[src/hw/rtl/chse_pkg.sv]
// ----------------------------------------------------------------------------
// chse_pkg
// Shared types and constants for the chained hash set engine.
// ----------------------------------------------------------------------------
`default_nettype none

package chse_pkg;

    localparam int MAX_BUCKETS = 1024;
    localparam int NODE_SLOTS  = 1024;
    localparam int KEY_W       = 64;
    localparam int CNT_W       = 11;
    localparam int LINK_W      = $clog2(NODE_SLOTS + 1);
    localparam int BKT_W       = $clog2(MAX_BUCKETS);
    localparam int NODE_AW     = $clog2(NODE_SLOTS);
    localparam int MAP_BITS    = 32;
    localparam int MAP_BW      = $clog2(MAP_BITS);
    localparam int MAP_WORDS   = NODE_SLOTS / MAP_BITS;
    localparam int MAP_AW      = $clog2(MAP_WORDS);

    localparam logic [LINK_W-1:0] LINK_NONE = LINK_W'(NODE_SLOTS);

    typedef enum logic [1:0] {
        OP_INSERT   = 2'd0,
        OP_REMOVE   = 2'd1,
        OP_CONTAINS = 2'd2,
        OP_CLEAR    = 2'd3
    } t_op;

    typedef struct packed {
        t_op               opcode;
        logic signed [KEY_W-1:0] key;
    } t_in_word;

    typedef struct packed {
        logic             found;
        logic [CNT_W-1:0] entry_count;
        logic             store_full;
    } t_out_word;

    typedef struct packed {
        t_op              opcode;
        logic [KEY_W-1:0] key;
        logic [BKT_W-1:0] bucket;
    } t_job;

    typedef struct packed {
        logic sweeping;
    } t_back_status;

    // index of the lowest set bit; zero when none is set
    function automatic logic [MAP_BW-1:0] lowest_one(input logic [MAP_BITS-1:0] v);
        logic [MAP_BW-1:0] idx;
        idx = '0;
        for (int i = MAP_BITS - 1; i >= 0; i--) begin
            if (v[i]) begin
                idx = MAP_BW'(i);
            end
        end
        return idx;
    endfunction

endpackage

`default_nettype wire

[src/hw/rtl/chse_fifo.sv]
// ----------------------------------------------------------------------------
// chse_fifo
// Two-entry queue of classified jobs between front and back.
// ----------------------------------------------------------------------------
`default_nettype none

module chse_fifo
    import chse_pkg::*;
(
    input  wire logic i_clk,
    input  wire logic i_rst_n,
    input  wire logic i_push,
    input  wire t_job i_job,
    output logic      o_full,
    input  wire logic i_pop,
    output logic      o_empty,
    output t_job      o_head
);

    t_job       r_ent [2];
    logic       r_wp;
    logic       r_rp;
    logic [1:0] r_fill;
    logic       n_do_push;
    logic       n_do_pop;

    assign o_full    = (r_fill == 2'd2);
    assign o_empty   = (r_fill == 2'd0);
    assign o_head    = r_ent[r_rp];
    assign n_do_push = i_push && !o_full;
    assign n_do_pop  = i_pop && !o_empty;

    always_ff @(posedge i_clk) begin
        if (n_do_push) begin
            r_ent[r_wp] <= i_job;
        end
        if (!i_rst_n) begin
            r_wp   <= 1'b0;
            r_rp   <= 1'b0;
            r_fill <= 2'd0;
        end else begin
            if (n_do_push) begin
                r_wp <= !r_wp;
            end
            if (n_do_pop) begin
                r_rp <= !r_rp;
            end
            r_fill <= r_fill + {1'b0, n_do_push} - {1'b0, n_do_pop};
        end
    end

endmodule

`default_nettype wire

[config.mk]
export PLATFORM = sky130hd
export DESIGN_NAME = chse_fifo
export DESIGN_NICKNAME = d
export VERILOG_FILES = /design/src/hw/rtl/chse_pkg.sv /design/src/hw/rtl/chse_fifo.sv
export SDC_FILE = /design/constraint.sdc
export NUM_CORES = 1
export LEC_CHECK = 0
export ABC_AREA = 1
export BUFFER_PORTS_ARGS = -buffer_cell sky130_fd_sc_hd__buf_2
export CAP_MARGIN = 15
export CORE_MARGIN = 4
export CORE_UTILIZATION = 55
export DETAILED_ROUTE_END_ITERATION = 10
export PLACE_DENSITY = 0.89
export RECOVER_POWER = 50
export SLEW_MARGIN = 15
export SYNTH_ARGS = -nofsm -noshare
export SYNTH_HDL_FRONTEND = slang
export SYNTH_SLANG_ARGS = --single-unit
[constraint.sdc]
create_clock -name i_clk -period 6.75 [get_ports i_clk]
set_clock_uncertainty 0.1 [all_clocks]
set_input_delay 0.675 -clock i_clk [delete_from_list [all_inputs] [get_ports i_clk]]
set_output_delay 0.675 -clock i_clk [all_outputs]
set_load 0.03 [all_outputs]
==> implementation parameters <==
Parameter                              Value

Timing
  Final hold vios ... 0
  Final worst-path cycle share ... 0.485
  Clock period minus worst slack ... 3.28 ns
  Max Fclk ... 305 MHz
  Setup total negative slack ... 0 ns
  Actual slew at the worst max-slew pin ... roughly 1.6 ns
  Finish-stage setup viols ... 0
  Max-slew headroom ... -0.0795
  Final Max Slew Viols ... 37
  RSZ-0062 raised after global routing ... no

Synthesis
  Most instantiated cells after synthesis ... 152 x sky130_fd_sc_hd__edfxtp_1, 40 x sky130_fd_sc_hd__mux2_4, 36 x sky130_fd_sc_hd__mux2_2
  Post-synth ARST share ... 0
  Portion of the post-synthesis area used by sequential elements ... 0.793
  Netlist area before placement ... about 6000 µm²
  Area fraction of the dominant cell type after synthesis ... 0.776
  Dominant cells by area after synthesis ... sky130_fd_sc_hd__edfxtp_1 78%, sky130_fd_sc_hd__mux2_4 10%, sky130_fd_sc_hd__mux2_2 6.9%, sky130_fd_sc_hd__dfxtp_1 1.7%, sky130_fd_sc_hd__buf_6 0.77%
  Total nets after synthesis ... roughly 360
  Warnings from Yosys ... 0
  Gate count of the mapped netlist ... about 270
  Avg Inst Size Synth ... 21.5 µm²
  Synth Register Bits ... 157
  Number of enable flip-flop cells after synthesis ... around 150
  Most used flip-flop cell after synthesis ... sky130_fd_sc_hd__edfxtp_1
  Most numerous cell in the Yosys netlist ... sky130_fd_sc_hd__edfxtp_1
  Post-synthesis cell type with the largest combined area ... sky130_fd_sc_hd__edfxtp_1
  Synth unique cells ... 13

Place
  Final RePlAce weighted congestion ... approximately 0.75
  Cell area after placement ... around 7000 µm²
  HPWL after DPL ... 7090 µm
  Count of buffers from port buffering ... 157

Clocking
  TritonCTS clock tree ... yes
  Cts hold-fix bufs ... 0
  Buffers inserted by post-CTS timing repair ... 0
  Cell at the root of the clock tree ... sky130_fd_sc_hd__clkbuf_8
  CTS H-tree lvls ... 4
  Later-pin clock latency in the skew report ... about 0.51 ns
  Num CTS Buffers ... 17
  # resized after CTS ... 0
  Clock sink total ... around 160
  Reg clk slew, reported paths ... about 0.060 ns
  Worst-case clock buffer depth ... 2

Floorplanning
  Site Rows ... 37
  Y dimension of the die ... between 100 and 150 µm
  Initial core utilization ... 0.568
  Width of the chip ... about 110 µm
  Die Area ... 12400 µm²
  I/O pins ... between 150 and 200
  Std-Cell Core Area ... 10400 µm²

Critical path
  Category of the worst setup path capture point ... output port
  Worst Path Max Fanout ... 43
  Arrival time at the worst endpoint ... between 2 and 3 ns
  Crit Path Category ... reg2out
  Data required time at the worst endpoint ... around 6.0 ns
  Crit start category ... flip-flop

GRT
  Number of antenna violations at the first check in global routing ... 0
  GRT overflow ... 0
  Vias in the first global route ... about 3300
  Maximum number of pins on one net before global-route repair ... slightly below 80
  Wire length of the first global-routing pass ... about 17000 µm
  Gr usage total ... 0.175

Layout
  Fraction of final layout cells with drive strength greater than 1 ... 0.481
  Count of nets after finishing ... 527
  Total non-filler cell area in the finished layout ... 7320 µm²
  Synth-to-Final Area Change ... 24.4%
  Antenna cell count ... 0

Outcome
  Violated checks ... max-capacitance violations, max-slew violations
  Result of the run ... complete, but fails checks

Detailed routing
  WL per Instance ... ~18 µm
  Number of DRC markers after the initial detailed-route iteration ... 190
  Aggregate routed wire length ... ~11000 µm
  Total number of vias ... just over 3000
  DR pass1 iterations ... 4
  Antenna viol nets, final ... 0
  Per-cell via count in the routed design ... about 5
  DR DRC count ... 0

Power and ir drop
  Worst vdd rail ir drop ... around 0.26 mV
  LEAKAGE ... ~0.0028 µW
  Total power per unit cell area ... about 420 nW/µm²

Hold path
  Worst hold path type ... in2reg

Flow run
  Max-cap viol count ... 1
cell type report:
type / count / area, µm²
sequential: 157 / 4670
timing repair buffer: 160 / 751
multi-input combinational: 100 / 1130
tap: 136 / 170
fill: 686 / 3050
clock buffer: 19 / 422
inverter: 9 / 35.0
clock inverter: 12 / 148
flip-flops by register name, indices dropped and copies added, names as in the netlist, named ones only:
signal and cells:
r_ent 152, r_fill 2, r_rp 1, r_wp 1
kinds of logic after synthesis:
kind of cell	Yosys count	synth area share
flops	157	0.793
compound gates	2	0.00170
fa+ha+maj	2	0.00425
buf+inv	17	0.0172
mux	76	0.171
simple gates	20	0.0134
placed cells by master, fill, tap and decap left out, drive strengths merged:
master / count
nand2: 9
nor2: 8
mux2: 76
dfxtp: 5
a21oi: 2
clkbuf: 64
buf: 115
edfxtp: 152
clkinv: 6
nand3: 3
inv: 8
clkinvlp: 4
bufinv: 3
ha: 2
worst max-delay path, stage by stage (launching register included):
cell	delay, ns
sky130_fd_sc_hd__dfxtp_4	0.70
sky130_fd_sc_hd__buf_4	0.67
sky130_fd_sc_hd__mux2_2	0.41
sky130_fd_sc_hd__buf_2	0.18
per-stage QoR:
stage          total power, µW  instances  utilization  hold WS [ns]  worst slack (ns)
2_1_floorplan             1980        274            -         0.367              2.22
3_3_place_gp              2160        562        0.657         0.386              4.03
3_5_place_dp              2190        562        0.657         0.401              3.97
4_1_cts                   3110        593        0.712         0.215              3.42
5_1_grt                   3200        593        0.706         0.221              3.29
6_report                  3070        593        0.706         0.247              3.47
metal layers:
layer	part of all wire	vias to the layer above	track usage
li1	-	1408	-
met1	0.40	1481	0.204
met2	0.52	126	0.302
met3	0.077	5	0.0630
met4	0.0048	0	0.0552
met5	0	-	0
worst paths after layout:
check	to	depth (start not counted)	slack, ns	start
worst max-delay path	o_head[31]	3	3.47	flip-flop
worst min-delay path	r_ent[0][22]$_DFFE_PP_	1	0.25	i_job[22]
worst max register to register	r_ent[1][46]$_DFFE_PP_	5	3.64	r_fill[0]$_SDFF_PN0_
worst min register to register	flip-flop	2	0.41	r_rp$_SDFFE_PN0P_
power by group:
| part | leakage, µW | switching [µW] | internal (µW) |
|---|---|---|---|
| combinational | 0.00103 | 542 | 312 |
| clock | 0.000269 | 348 | 558 |
| sequential | 0.00146 | 66.6 | 1240 |
| total | 0.00276 | 957 | 2110 |
(Power assumes the default switching activity.)
