File: config.mk
export PLATFORM = sky130hd
export DESIGN_NAME = chse_front
export DESIGN_NICKNAME = d
export VERILOG_FILES = /design/src/hw/rtl/chse_pkg.sv /design/src/hw/rtl/chse_front.sv
export SDC_FILE = /design/constraint.sdc
export NUM_CORES = 1
export LEC_CHECK = 0
export BUFFER_PORTS_ARGS = -buffer_cell sky130_fd_sc_hd__clkbuf_2
export CORE_UTILIZATION = 45
export CTS_CLUSTER_SIZE = 16
export DETAILED_ROUTE_END_ITERATION = 16
export GPL_ROUTABILITY_DRIVEN = 0
export PLACE_DENSITY = 0.73
export RECOVER_POWER = 25
export SLEW_MARGIN = 20
export SYNTH_ARGS = -nofsm -noshare
export SYNTH_HDL_FRONTEND = slang
export SYNTH_SLANG_ARGS = --single-unit
File: constraint.sdc
create_clock -name i_clk -period 14.5 [get_ports i_clk]
set_input_delay 0 -clock i_clk [delete_from_list [all_inputs] [get_ports i_clk]]
set_output_delay 0 -clock i_clk [all_outputs]
set_load 0.02 [all_outputs]
File: src/hw/rtl/chse_pkg.sv
// ----------------------------------------------------------------------------
// chse_pkg
// Shared types and constants for the chained hash set engine.
// ----------------------------------------------------------------------------
`default_nettype none

package chse_pkg;

    localparam int MAX_BUCKETS = 1024;
    localparam int NODE_SLOTS  = 1024;
    localparam int KEY_W       = 64;
    localparam int CNT_W       = 11;
    localparam int LINK_W      = $clog2(NODE_SLOTS + 1);
    localparam int BKT_W       = $clog2(MAX_BUCKETS);
    localparam int NODE_AW     = $clog2(NODE_SLOTS);
    localparam int MAP_BITS    = 32;
    localparam int MAP_BW      = $clog2(MAP_BITS);
    localparam int MAP_WORDS   = NODE_SLOTS / MAP_BITS;
    localparam int MAP_AW      = $clog2(MAP_WORDS);

    localparam logic [LINK_W-1:0] LINK_NONE = LINK_W'(NODE_SLOTS);

    typedef enum logic [1:0] {
        OP_INSERT   = 2'd0,
        OP_REMOVE   = 2'd1,
        OP_CONTAINS = 2'd2,
        OP_CLEAR    = 2'd3
    } t_op;

    typedef struct packed {
        t_op               opcode;
        logic signed [KEY_W-1:0] key;
    } t_in_word;

    typedef struct packed {
        logic             found;
        logic [CNT_W-1:0] entry_count;
        logic             store_full;
    } t_out_word;

    typedef struct packed {
        t_op              opcode;
        logic [KEY_W-1:0] key;
        logic [BKT_W-1:0] bucket;
    } t_job;

    typedef struct packed {
        logic sweeping;
    } t_back_status;

    // index of the lowest set bit; zero when none is set
    function automatic logic [MAP_BW-1:0] lowest_one(input logic [MAP_BITS-1:0] v);
        logic [MAP_BW-1:0] idx;
        idx = '0;
        for (int i = MAP_BITS - 1; i >= 0; i--) begin
            if (v[i]) begin
                idx = MAP_BW'(i);
            end
        end
        return idx;
    endfunction

endpackage

`default_nettype wire

File: src/hw/rtl/chse_front.sv
// ----------------------------------------------------------------------------
// chse_front
// Accepts words and computes the bucket by a bit-serial signed modulo.
// ----------------------------------------------------------------------------
`default_nettype none

module chse_front
    import chse_pkg::*;
(
    input  wire logic         i_clk,
    input  wire logic         i_rst_n,
    input  wire logic [CNT_W-1:0] i_buckets,
    input  wire t_back_status i_status,
    input  wire logic         i_in_valid,
    output logic              o_in_ready,
    input  wire t_in_word     i_in_word,
    output logic              o_push,
    output t_job              o_job,
    input  wire logic         i_full
);

    typedef enum logic [2:0] {
        F_IDLE = 3'b001,
        F_DIV  = 3'b010,
        F_PUSH = 3'b100
    } t_fstate;

    t_fstate          r_state;
    t_op              r_op;
    logic [KEY_W-1:0] r_key;
    logic [KEY_W-1:0] r_mag;
    logic             r_neg;
    logic [BKT_W-1:0] r_rem;
    logic [5:0]       r_cnt;
    logic [CNT_W-1:0] n_trial;
    logic [BKT_W-1:0] n_rem;

    assign o_in_ready = (r_state == F_IDLE) && !i_status.sweeping;

    always_comb begin
        n_trial = {r_rem, r_mag[KEY_W-1]};
        if (n_trial >= i_buckets) begin
            n_trial = n_trial - i_buckets;
        end
        n_rem = n_trial[BKT_W-1:0];
    end

    // C-style remainder takes the sign of the key; fold it back up
    always_comb begin
        o_job.opcode = r_op;
        o_job.key    = r_key;
        if (r_neg && (r_rem != '0)) begin
            o_job.bucket = BKT_W'(i_buckets - CNT_W'(r_rem));
        end else begin
            o_job.bucket = r_rem;
        end
    end

    assign o_push = (r_state == F_PUSH);

    always_ff @(posedge i_clk) begin
        if (!i_rst_n) begin
            r_state <= F_IDLE;
        end else begin
            unique case (r_state)
                F_IDLE: begin
                    if (i_in_valid && o_in_ready) begin
                        r_op  <= i_in_word.opcode;
                        r_key <= i_in_word.key;
                        r_neg <= i_in_word.key[KEY_W-1];
                        r_mag <= i_in_word.key[KEY_W-1] ? -i_in_word.key : i_in_word.key;
                        r_rem <= '0;
                        r_cnt <= '0;
                        r_state <= (i_in_word.opcode == OP_CLEAR) ? F_PUSH : F_DIV;
                    end
                end
                F_DIV: begin
                    r_rem <= n_rem;
                    r_mag <= {r_mag[KEY_W-2:0], 1'b0};
                    r_cnt <= r_cnt + 6'd1;
                    if (r_cnt == 6'(KEY_W - 1)) begin
                        r_state <= F_PUSH;
                    end
                end
                F_PUSH: begin
                    if (!i_full) begin
                        r_state <= F_IDLE;
                    end
                end
                default: r_state <= F_IDLE;
            endcase
        end
    end

endmodule

`default_nettype wire

==> results of run 1 <==
repair_timing:
action,in CTS,in global routing
hold endpoints to repair,85,0
hold buffers,68,0
setup buffers,0,0
state kept, by name (all words and copies together) (netlist names):
register	flops
r_key	64
r_mag	64
r_rem	10
r_cnt	6
r_state	3
r_op	2
path summary, 6_finish.rpt:
kind                   start          to  cells after the start
setup / recovery  r_state[1]    r_mag[7]                      4
setup reg to reg  r_state[1]    r_mag[7]                      4
hold / removal    i_in_valid  r_state[1]                      5
hold reg to reg    r_mag[33]   r_mag[34]                      2
cell type report:
type,count,share of cell area
Multi-Input combinational cell,513,0.331
Timing Repair Buffer,230,0.136
Tap cell,225,0.0277
Clock inverter,4,0.00690
Clock buffer,28,0.0509
Inverter,28,0.0103
Sequential cell,149,0.437
cell families after synthesis:
group / after synthesis
adders and majority gates: 24
xor gates and xnor gates: 73
DFF: 149
muxes: 7
buffers and inverters: 60
and+or+nand+nor: 230
AOI/OAI and AO/OA: 179
stage by stage:
step | util | instance area, sq um
CTS | 0.592 | 10300
floorplan | - | 8020
finish | 0.585 | 10200
detailed placement | 0.519 | 9010
global placement | 0.519 | 9010
global route | 0.585 | 10200
routing by layer:
metal / share of wire / wire length (um)
met5: 0 / 0
met4: 0.018 / 364
met3: 0.045 / 894
met2: 0.50 / 9900
met1: 0.44 / 8790
critical path, cell delays in order (launching register included):
cell	delay, ns
dfxtp_1	0.35
nor3b_1	0.53
nor2b_1	0.24
and3_4	0.81
a21o_4	0.85
power breakdown:
group,internal (uW),leakage (uW),switching (uW)
Combinational,92.2,0.00195,162
Sequential,535,0.00136,16.2
Clock,276,0.000289,167
cells in the final DEF (no fill, tap or decap), types with 28 or more instances in the layout:
| cell | n |
|---|---|
| nand2_1 | 81 |
| o21ai_0 | 76 |
| nor2_1 | 42 |
| xor2_1 | 59 |
| clkbuf_1 | 99 |
| edfxtp_1 | 146 |
| inv_1 | 28 |
| clkbuf_2 | 67 |
| dlygate4sd3_1 | 68 |
| a21oi_1 | 31 |
==> qor.csv, run 1 <==
metric,value,unit
run_status,"finished, violations left",
violations,"capacitance limit, slew limit",
synth_ff_type,edfxtp_1,
synth.most_common_cell,edfxtp_1,
grtUsageMet1,0.288,
grt_pass1_wl,31.4,mm
criticalPathCategory,reg -> reg,
dp_cells,1077,
synthesis.area,8020,sq um
synth_edf_count,146,
p_total,1250,uW
synthSimpleGateAreaFrac,0.149,
cts_resized,0,
yosys_warnings,0,
yosysTopAreaCell,edfxtp_1,
finalHoldViolCount,0,
cts_tree,yes,
use_met3,0.0434,
multi_input_area,3360,sq um
core.rowCount,48,
ir_drop,0.0816,mV
synth_top_family_by_area,simple AND/OR/NAND/NOR gates,
path_clk_slew,0.06,ns
clk_latency,0.43,ns
dr.pass1.iters,4,
setup_viol,0,
finalSetupTns,0,ns
grt_usage,0.225,
die_h,136,um
cts_made_buffers,17,
finalCritPeriodShare,0.222,
pin_count,160,
yosysSeqAreaShare,0.554,
maxCapViolCount,1,
final_cells,1177,
core_region_area,17400,sq um
grt.busiest_layer,met2,
synth_area_per_cell,11.1,sq um
synth_fp_nets,828,
holdWs,0.0473,ns
setup_slack,11.28,ns
maxSlewHeadroom,-0.959,
start_util,0.462,
die-area,18400,sq um
timing.fmax,0.310,GHz
synth_xor_area_frac,0.0797,
p_per_area,123,nW/um^2
final_net_count,1045,
synth_seq_cells,149,
layout-drive-gt1-share,0.122,
drc,0,
p_leak,0.00360,uW
vias_per_cell,5.51,
overflow,0,
seqCellArea,4440,sq um
period_needed,3.22,ns
synth-compound-area-share,0.140,
grt_max_degree,106,
endpoint_kind,flop,
dr_total_vias,6480,
crit_arrival,3.27,ns
skew,0.00679,ns
synth_top_area_share,0.546,
synthArstFlopShare,0,
wl,19.9,mm
htreeDepth,4,
cts-root-buf,clkbuf_16,
die_x,136,um
drt_iter0_markers,461,
crit_required,14.55,ns
rsz0062_at_grt,false,
synth_fa_ha_area_frac,0.0393,
start_kind,flop,
finalMaxSlewViolations,68,
port_buffers,159,
ant_nets,0,
postSynthCellCount,722,
worstMarginPinSlew,2.94,ns
fillers,1480,
place_ws,11.28,ns
antenna_cells,0,
routedWlPerCell,16.9,um
yosys-top-cells-count,"146 x edfxtp_1, 82 x nand2_1, 76 x o21ai_0, 59 x xor2_1, 42 x nor2_1",
synthTopCellsByArea,"edfxtp_1 55%, xor2_1 6.4%, o21ai_0 4.7%, nand2_1 3.8%, ha_1 3.4%",
area_growth_syn_to_layout,26.7,%
hp-class,in -> reg,
use_met2,0.374,
clk_path_buf_depth,2,
cp_max_fo,80,
antenna_found_initial,0,
synth.distinct_cells,56,
clock-sinks,149,
muxShareOfSynthArea,0.00873,
dp_hpwl,12.6,mm
reg2reg_slack,11.28,ns
grt_pass1_vias,6217,
Note: power is estimated with default switching activity, not from simulation.
==> run 2, diff against run 1 <==
Settings changed: PLACE_DENSITY 0.73 to 0.76.
Clock period 14.5 ns to 2.9 ns, I/O delays scaled along.
==> qor.csv, run 2 (same netlist as run 1, synthesis figures left out) <==
metric,value,unit,change
cts-root-buf,clkbuf_16,,
run_status,"complete, no violations",,
clock-sinks,149,,unchanged
skew,0.0151,ns,+0.00827 ns
endpoint_kind,output port,,
final_common_cell,edfxtp_1,,
dp_hpwl,13.1,mm,+4.3%
switching_power,1790,uW,+420%
grt_usage,0.227,,+0.00219
layout_common_cells,"146 x edfxtp_1, 94 x clkbuf_1, 81 x nand2_1, 75 x o21ai_0, 69 x dlygate4sd3_1",,
core.rowCount,48,,unchanged
criticalPathCategory,reg -> out,,
clk_latency,0.44,ns,about the same
area_growth_syn_to_layout,28.8,%,
p_clk_frac,0.362,,+0.007
die_h,136,um,unchanged
grt_pass1_wl,32.0,mm,+1.6%
cp_cell_sequence,inv_1 > ha_1 > or3_1 > or3_1 > nor3_1 > a211oi_1 > mux2i_1 > xnor2_1 > clkbuf_2,,
hp-start,i_in_valid,,
grt_pass1_vias,6385,,+2.7%
maxCapViolCount,0,,-1
crit_path_max_incr_delay,0.43,ns,-0.42 ns
maxSlewHeadroom,0.569,,+1.53
grt_max_degree,67,,-37%
finalSetupTns,0,ns,unchanged
start_kind,flop,,
port_buffers,159,,unchanged
p_leak,0.00368,uW,+2.3%
antenna_found_initial,0,,unchanged
antenna_cells,0,,unchanged
finalMaxSlewViolations,0,,-100%
place_ws,0.402,ns,-10.88 ns
period_needed,2.71,ns,
reg2reg_slack,0.39,ns,-10.89 ns
worstMarginPinSlew,0.644,ns,-2.29 ns
p_total,6390,uW,+410%
layout-drive-gt1-share,0.137,,+0.0149
start_util,0.462,,unchanged
p_per_area,619,nW/um^2,+400%
final_net_count,1058,,+1.2%
r2r_end,r_rem[2],,
p_int,4600,uW,+410%
r2r-start,r_rem[2],,
rsz0062_at_grt,false,,
finalHoldViolCount,0,,unchanged
die_x,136,um,unchanged
cts_made_buffers,17,,unchanged
hold_path_depth,5,,unchanged
ant_nets,0,,unchanged
cts_tree,yes,,
swShare,0.280,,+0.00361
wl,20.1,mm,+0.94%
vias_per_cell,5.48,,-0.47%
cp_common_cell,or3_1,,
worstRegToRegCells,7,,+3
drc,0,,unchanged
drt_iter0_markers,444,,-3.7%
finalCritPeriodShare,0.934,,
hp-class,in -> reg,,
cp_max_fo,4,,-95%
seq_power_share,0.429,,-0.013
hold_end,r_state[1],,
overflow,0,,unchanged
crit_required,2.90,ns,-11.65 ns
die-area,18400,sq um,unchanged
timing.fmax,0.369,GHz,
dr_total_vias,6521,,+0.63%
pin_count,160,,unchanged
htreeDepth,4,,unchanged
critPathSlowestCell,or3_1,,
comb_power_share,0.209,,+0.005
setup_slack,0.191,ns,-11.08 ns
core_region_area,17400,sq um,unchanged
dr.pass1.iters,5,,+1
setup_viol,0,,unchanged
clk_path_buf_depth,2,,unchanged
crit_arrival,2.71,ns,-0.56 ns
reg.largest.list,"r_key: 64 flops, r_mag: 64 flops, r_rem: 10 flops",,
ir_drop,0.450,mV,+450%
path_clk_slew,0.06,ns,about the same
routedWlPerCell,16.9,um,-0.16%
-- run 2: changes by cell type in the layout (fill, tap and decap cells not counted), moves of 3 or more --
cell	previous run	this run
clkbuf_1	99	94
buf_4	2	12
buf_12	0	3
clkbuf_8	5	0
-- run 2: layout make-up --
cell class / instances / area [sq um]
sequential: 149 / 4440
tap: 225 / 282
timing repair buffer: 243 / 1520
fill: 1440 / 7030
multi-input combinational: 513 / 3370
clock inverter: 14 / 184
clock buffer: 18 / 429
inverter: 28 / 105
-- run 2: layer usage --
metal | track usage | wire (um)
met4 | 0.0818 | 255
met2 | 0.381 | 10100
met5 | 0 | 0
met1 | 0.292 | 8570
met3 | 0.0423 | 1220
-- run 2: timing repair --
| item | in CTS | in global routing |
|---|---|---|
| gates resized for setup | 0 | 2 |
| endpoints found under the hold margin | 92 | 0 |
| buffers inserted | 0 | 0 |
| hold buffers | 69 | 0 |
| endpoints found under the setup margin | 0 | 2 |
-- run 2: worst max-delay path by stage --
stage / start / to / slack (ns) / depth (start not counted)
after floorplan: r_state[1] / r_cnt[0] / 0.08 / 4
after global placement: i_in_word[24] / r_mag[44] / 0.40 / 7
after detailed placement: i_in_word[24] / r_mag[58] / 0.40 / 7
after CTS: r_rem[0] / o_job[6] / 0.07 / 10
after global routing: r_rem[5] / o_job[9] / 0.02 / 9
final: r_rem[5] / o_job[9] / 0.19 / 9
-- run 2: critical path: cells and delay by family, from the launching register on --
family | cells | cell delay (ns)
buffers and inverters | 2 | 0.30
multiplexers | 1 | 0.19
adder cells (fa/ha/maj) | 1 | 0.23
XOR/XNOR | 1 | 0.15
AO/OA/AOI/OAI | 1 | 0.09
AND/OR/NAND/NOR | 3 | 0.92
flip-flops | 1 | 0.40
-- run 2: stage by stage --
| stage | hold slack [ns] | cell area, sq um | std cells | utilization |
|---|---|---|---|---|
| global route | 0.123 | 10300 | 1190 | 0.595 |
| floorplan | 0.0508 | 8040 | 722 | - |
| detailed placement | 0.213 | 9140 | 1089 | 0.527 |
| global placement | 0.215 | 9140 | 1089 | 0.527 |
| finish | 0.0979 | 10300 | 1190 | 0.595 |
| CTS | 0.00963 | 10400 | 1190 | 0.602 |
-- run 2: power by group through the flow --
stage	Sequential, uW	Clock, uW	Combinational [uW]
2_1_floorplan	2830	0	763
3_3_place_gp	2780	0	1220
3_5_place_dp	2780	0	1250
4_1_cts	2740	2340	1340
5_1_grt	2760	2410	1470
6_report	2740	2310	1340
==> run 3, diff against run 2 <==
Settings changed: PLACE_DENSITY 0.76 to 0.73.
Clock period 2.9 ns to 2.6 ns, I/O delays scaled along.
==> qor.csv, run 3 (same netlist as run 1, synthesis figures left out) <==
metric,value,unit,change
run_status,"finished, violations left",,
comb_power_share,0.220,,+0.011
final_net_count,1068,,+0.95%
cts-root-buf,clkbuf_16,,
switching_power,2000,uW,+12%
antenna_found_initial,0,,unchanged
antenna_cells,0,,unchanged
fillers,1440,,unchanged
m1WireLength,8.87,mm,+3.5%
core.rowCount,48,,unchanged
grt_pass1_wl,32.2,mm,+0.67%
r2r-start,r_rem[0],,
grt_max_degree,102,,+52%
clk_path_buf_depth,2,,unchanged
wl,20.5,mm,+1.8%
worstRegToRegCells,8,,+1
port_buffers,159,,unchanged
reg2reg_slack,0.06,ns,-0.33 ns
area_growth_syn_to_layout,30.5,%,
finalMaxSlewViolations,39,,+39
path_clk_slew,0.06,ns,about the same
highest_layer,met4,,
hold_path_depth,5,,unchanged
holdWs,0.0390,ns,-0.0589 ns
multi_input_area,3460,sq um,+2.8%
core_region_area,17400,sq um,unchanged
dr.pass1.iters,5,,unchanged
die-area,18400,sq um,unchanged
hold_end,r_state[1],,
setup_slack,0.0580,ns,-0.133 ns
overflow,0,,unchanged
p_clk_frac,0.340,,-0.022
die_h,136,um,unchanged
drt_iter0_markers,396,,-11%
ir_drop,0.506,mV,+12%
met3WireLength,999,um,-18%
die_x,136,um,unchanged
final_core_util,0.603,,+0.00815
vias_per_cell,5.49,,+0.17%
finalSetupTns,0,ns,unchanged
layout-drive-gt1-share,0.175,,+0.0386
dr_total_vias,6587,,+1.0%
path_buf_inv,1,,-1
seq_power_share,0.439,,+0.010
p_leak,0.00374,uW,+1.7%
place_ws,0.208,ns,-0.194 ns
period_needed,2.54,ns,
crit_path_max_incr_delay,0.42,ns,about the same
ant_nets,0,,unchanged
final_common_cell,edfxtp_1,,
p_per_area,666,nW/um^2,+7.6%
setup_viol,0,,unchanged
maxCapViolCount,1,,+1
wl_met2,10.2,mm,+0.73%
timing.fmax,0.393,GHz,
grt_pass1_vias,6277,,-1.7%
violations,"capacitance limit, slew limit",,
seqCellArea,4440,sq um,unchanged
crit_arrival,2.79,ns,+0.08 ns
maxSlewHeadroom,-0.196,,-0.765
skew,0.0119,ns,-0.00312 ns
finalHoldViolCount,0,,unchanged
p_int,4970,uW,+8.0%
finalCritPeriodShare,0.978,,
hp-start,i_in_valid,,
worstMarginPinSlew,1.79,ns,+1.15 ns
hp-class,in -> reg,,
drc,0,,unchanged
start_util,0.462,,unchanged
dp_hpwl,13.3,mm,+1.8%
start_kind,flop,,
cts_made_buffers,17,,unchanged
dp_cells,1092,,+0.28%
clk_latency,0.43,ns,about the same
r2r_end,r_rem[9],,
swShare,0.287,,+0.00726
cp_max_fo,6,,+2
reg.largest.list,"r_key: 64 flops, r_mag: 64 flops, r_rem: 10 flops",,
critPathSlowestCell,or4_1,,
pin_count,160,,unchanged
critPathTopFamily,compound AO/OA/AOI/OAI gates,,
grt_usage,0.230,,+0.00283
endpoint_kind,flop,,
final_cells,1200,,+0.84%
layout_common_cells,"146 x edfxtp_1, 86 x clkbuf_1, 81 x nand2_1, 75 x o21ai_0, 72 x clkbuf_2",,
routedWlPerCell,17.1,um,+0.93%
clock-sinks,149,,unchanged
cp_cell_sequence,ha_1 > nor2b_1 > o2111a_2 > o211ai_1 > a31oi_1 > clkdlybuf4s15_2 > or4_1 > o31ai_1,,
rsz0062_at_grt,true,,
criticalPathCategory,reg -> reg,,
cts_tree,yes,,
crit_required,2.85,ns,-0.05 ns
htreeDepth,4,,unchanged
[run 3: changes by cell type in the layout (fill, tap and decap cells not counted), sizes merged]
cell and change:
clkinvlp +1, clkdlybuf4s15 +1, bufinv -2, inv +1, dlygate4sd3 -1, clkbuf -2, buf +12
[run 3: worst min-delay path, cell delays in order]
cell      delay [ns]
clkbuf_2        0.09
nand2b_1        0.09
a22oi_1         0.12
nand2_1         0.09
a31oi_1         0.04
[run 3: metal layers]
metal,vias to the layer above,global-route usage
met5,-,0
met2,228,0.383
met3,40,0.0412
li1,3176,-
met4,0,0.0936
met1,3143,0.295
[run 3: final cells by class]
class	instances	share of cell area
flip-flops and latches	149	0.424
multi-input cells	513	0.331
repair buffers	253	0.154
clock buffers	18	0.0410
well taps	225	0.0269
clock inverters	14	0.0129
inverters	28	0.0100
[run 3: repair_timing]
item,CTS,global route
gates cloned,0,1
endpoints found under the setup margin,4,13
resized for setup,7,21
hold endpoints to repair,83,0
setup buffers,2,5
pin swaps,1,7
hold buffers,68,0
[run 3: worst max path at each step]
stage,startpoint,endpoint,slack (ns),cells past startpoint
after global routing,r_rem[0],o_job[6],-0.08,10
after floorplan,r_state[1],r_cnt[0],0.01,4
final,r_rem[0],r_rem[9],0.06,8
after global placement,i_in_word[26],r_mag[54],0.25,7
after detailed placement,r_rem[2],r_rem[4],0.21,9
after CTS,r_rem[0],o_job[6],-0.06,10
[run 3: stage by stage]
| stage | cell area (sq um) | total power [uW] |
|---|---|---|
| final | 10500 | 6970 |
| after global routing | 10500 | 7280 |
| after CTS | 10500 | 6970 |
| after detailed placement | 9170 | 4500 |
| after global placement | 9170 | 4470 |
| after floorplan | 8050 | 4020 |
[run 3: power groups by stage]
stage          registers (uW)  clock network [uW]  logic [uW]
4_1_cts                  3060                2400        1500
3_5_place_dp             3110                   0        1390
6_report                 3060                2370        1530
3_3_place_gp             3100                   0        1370
2_1_floorplan            3160                   0         862
5_1_grt                  3080                2510        1690
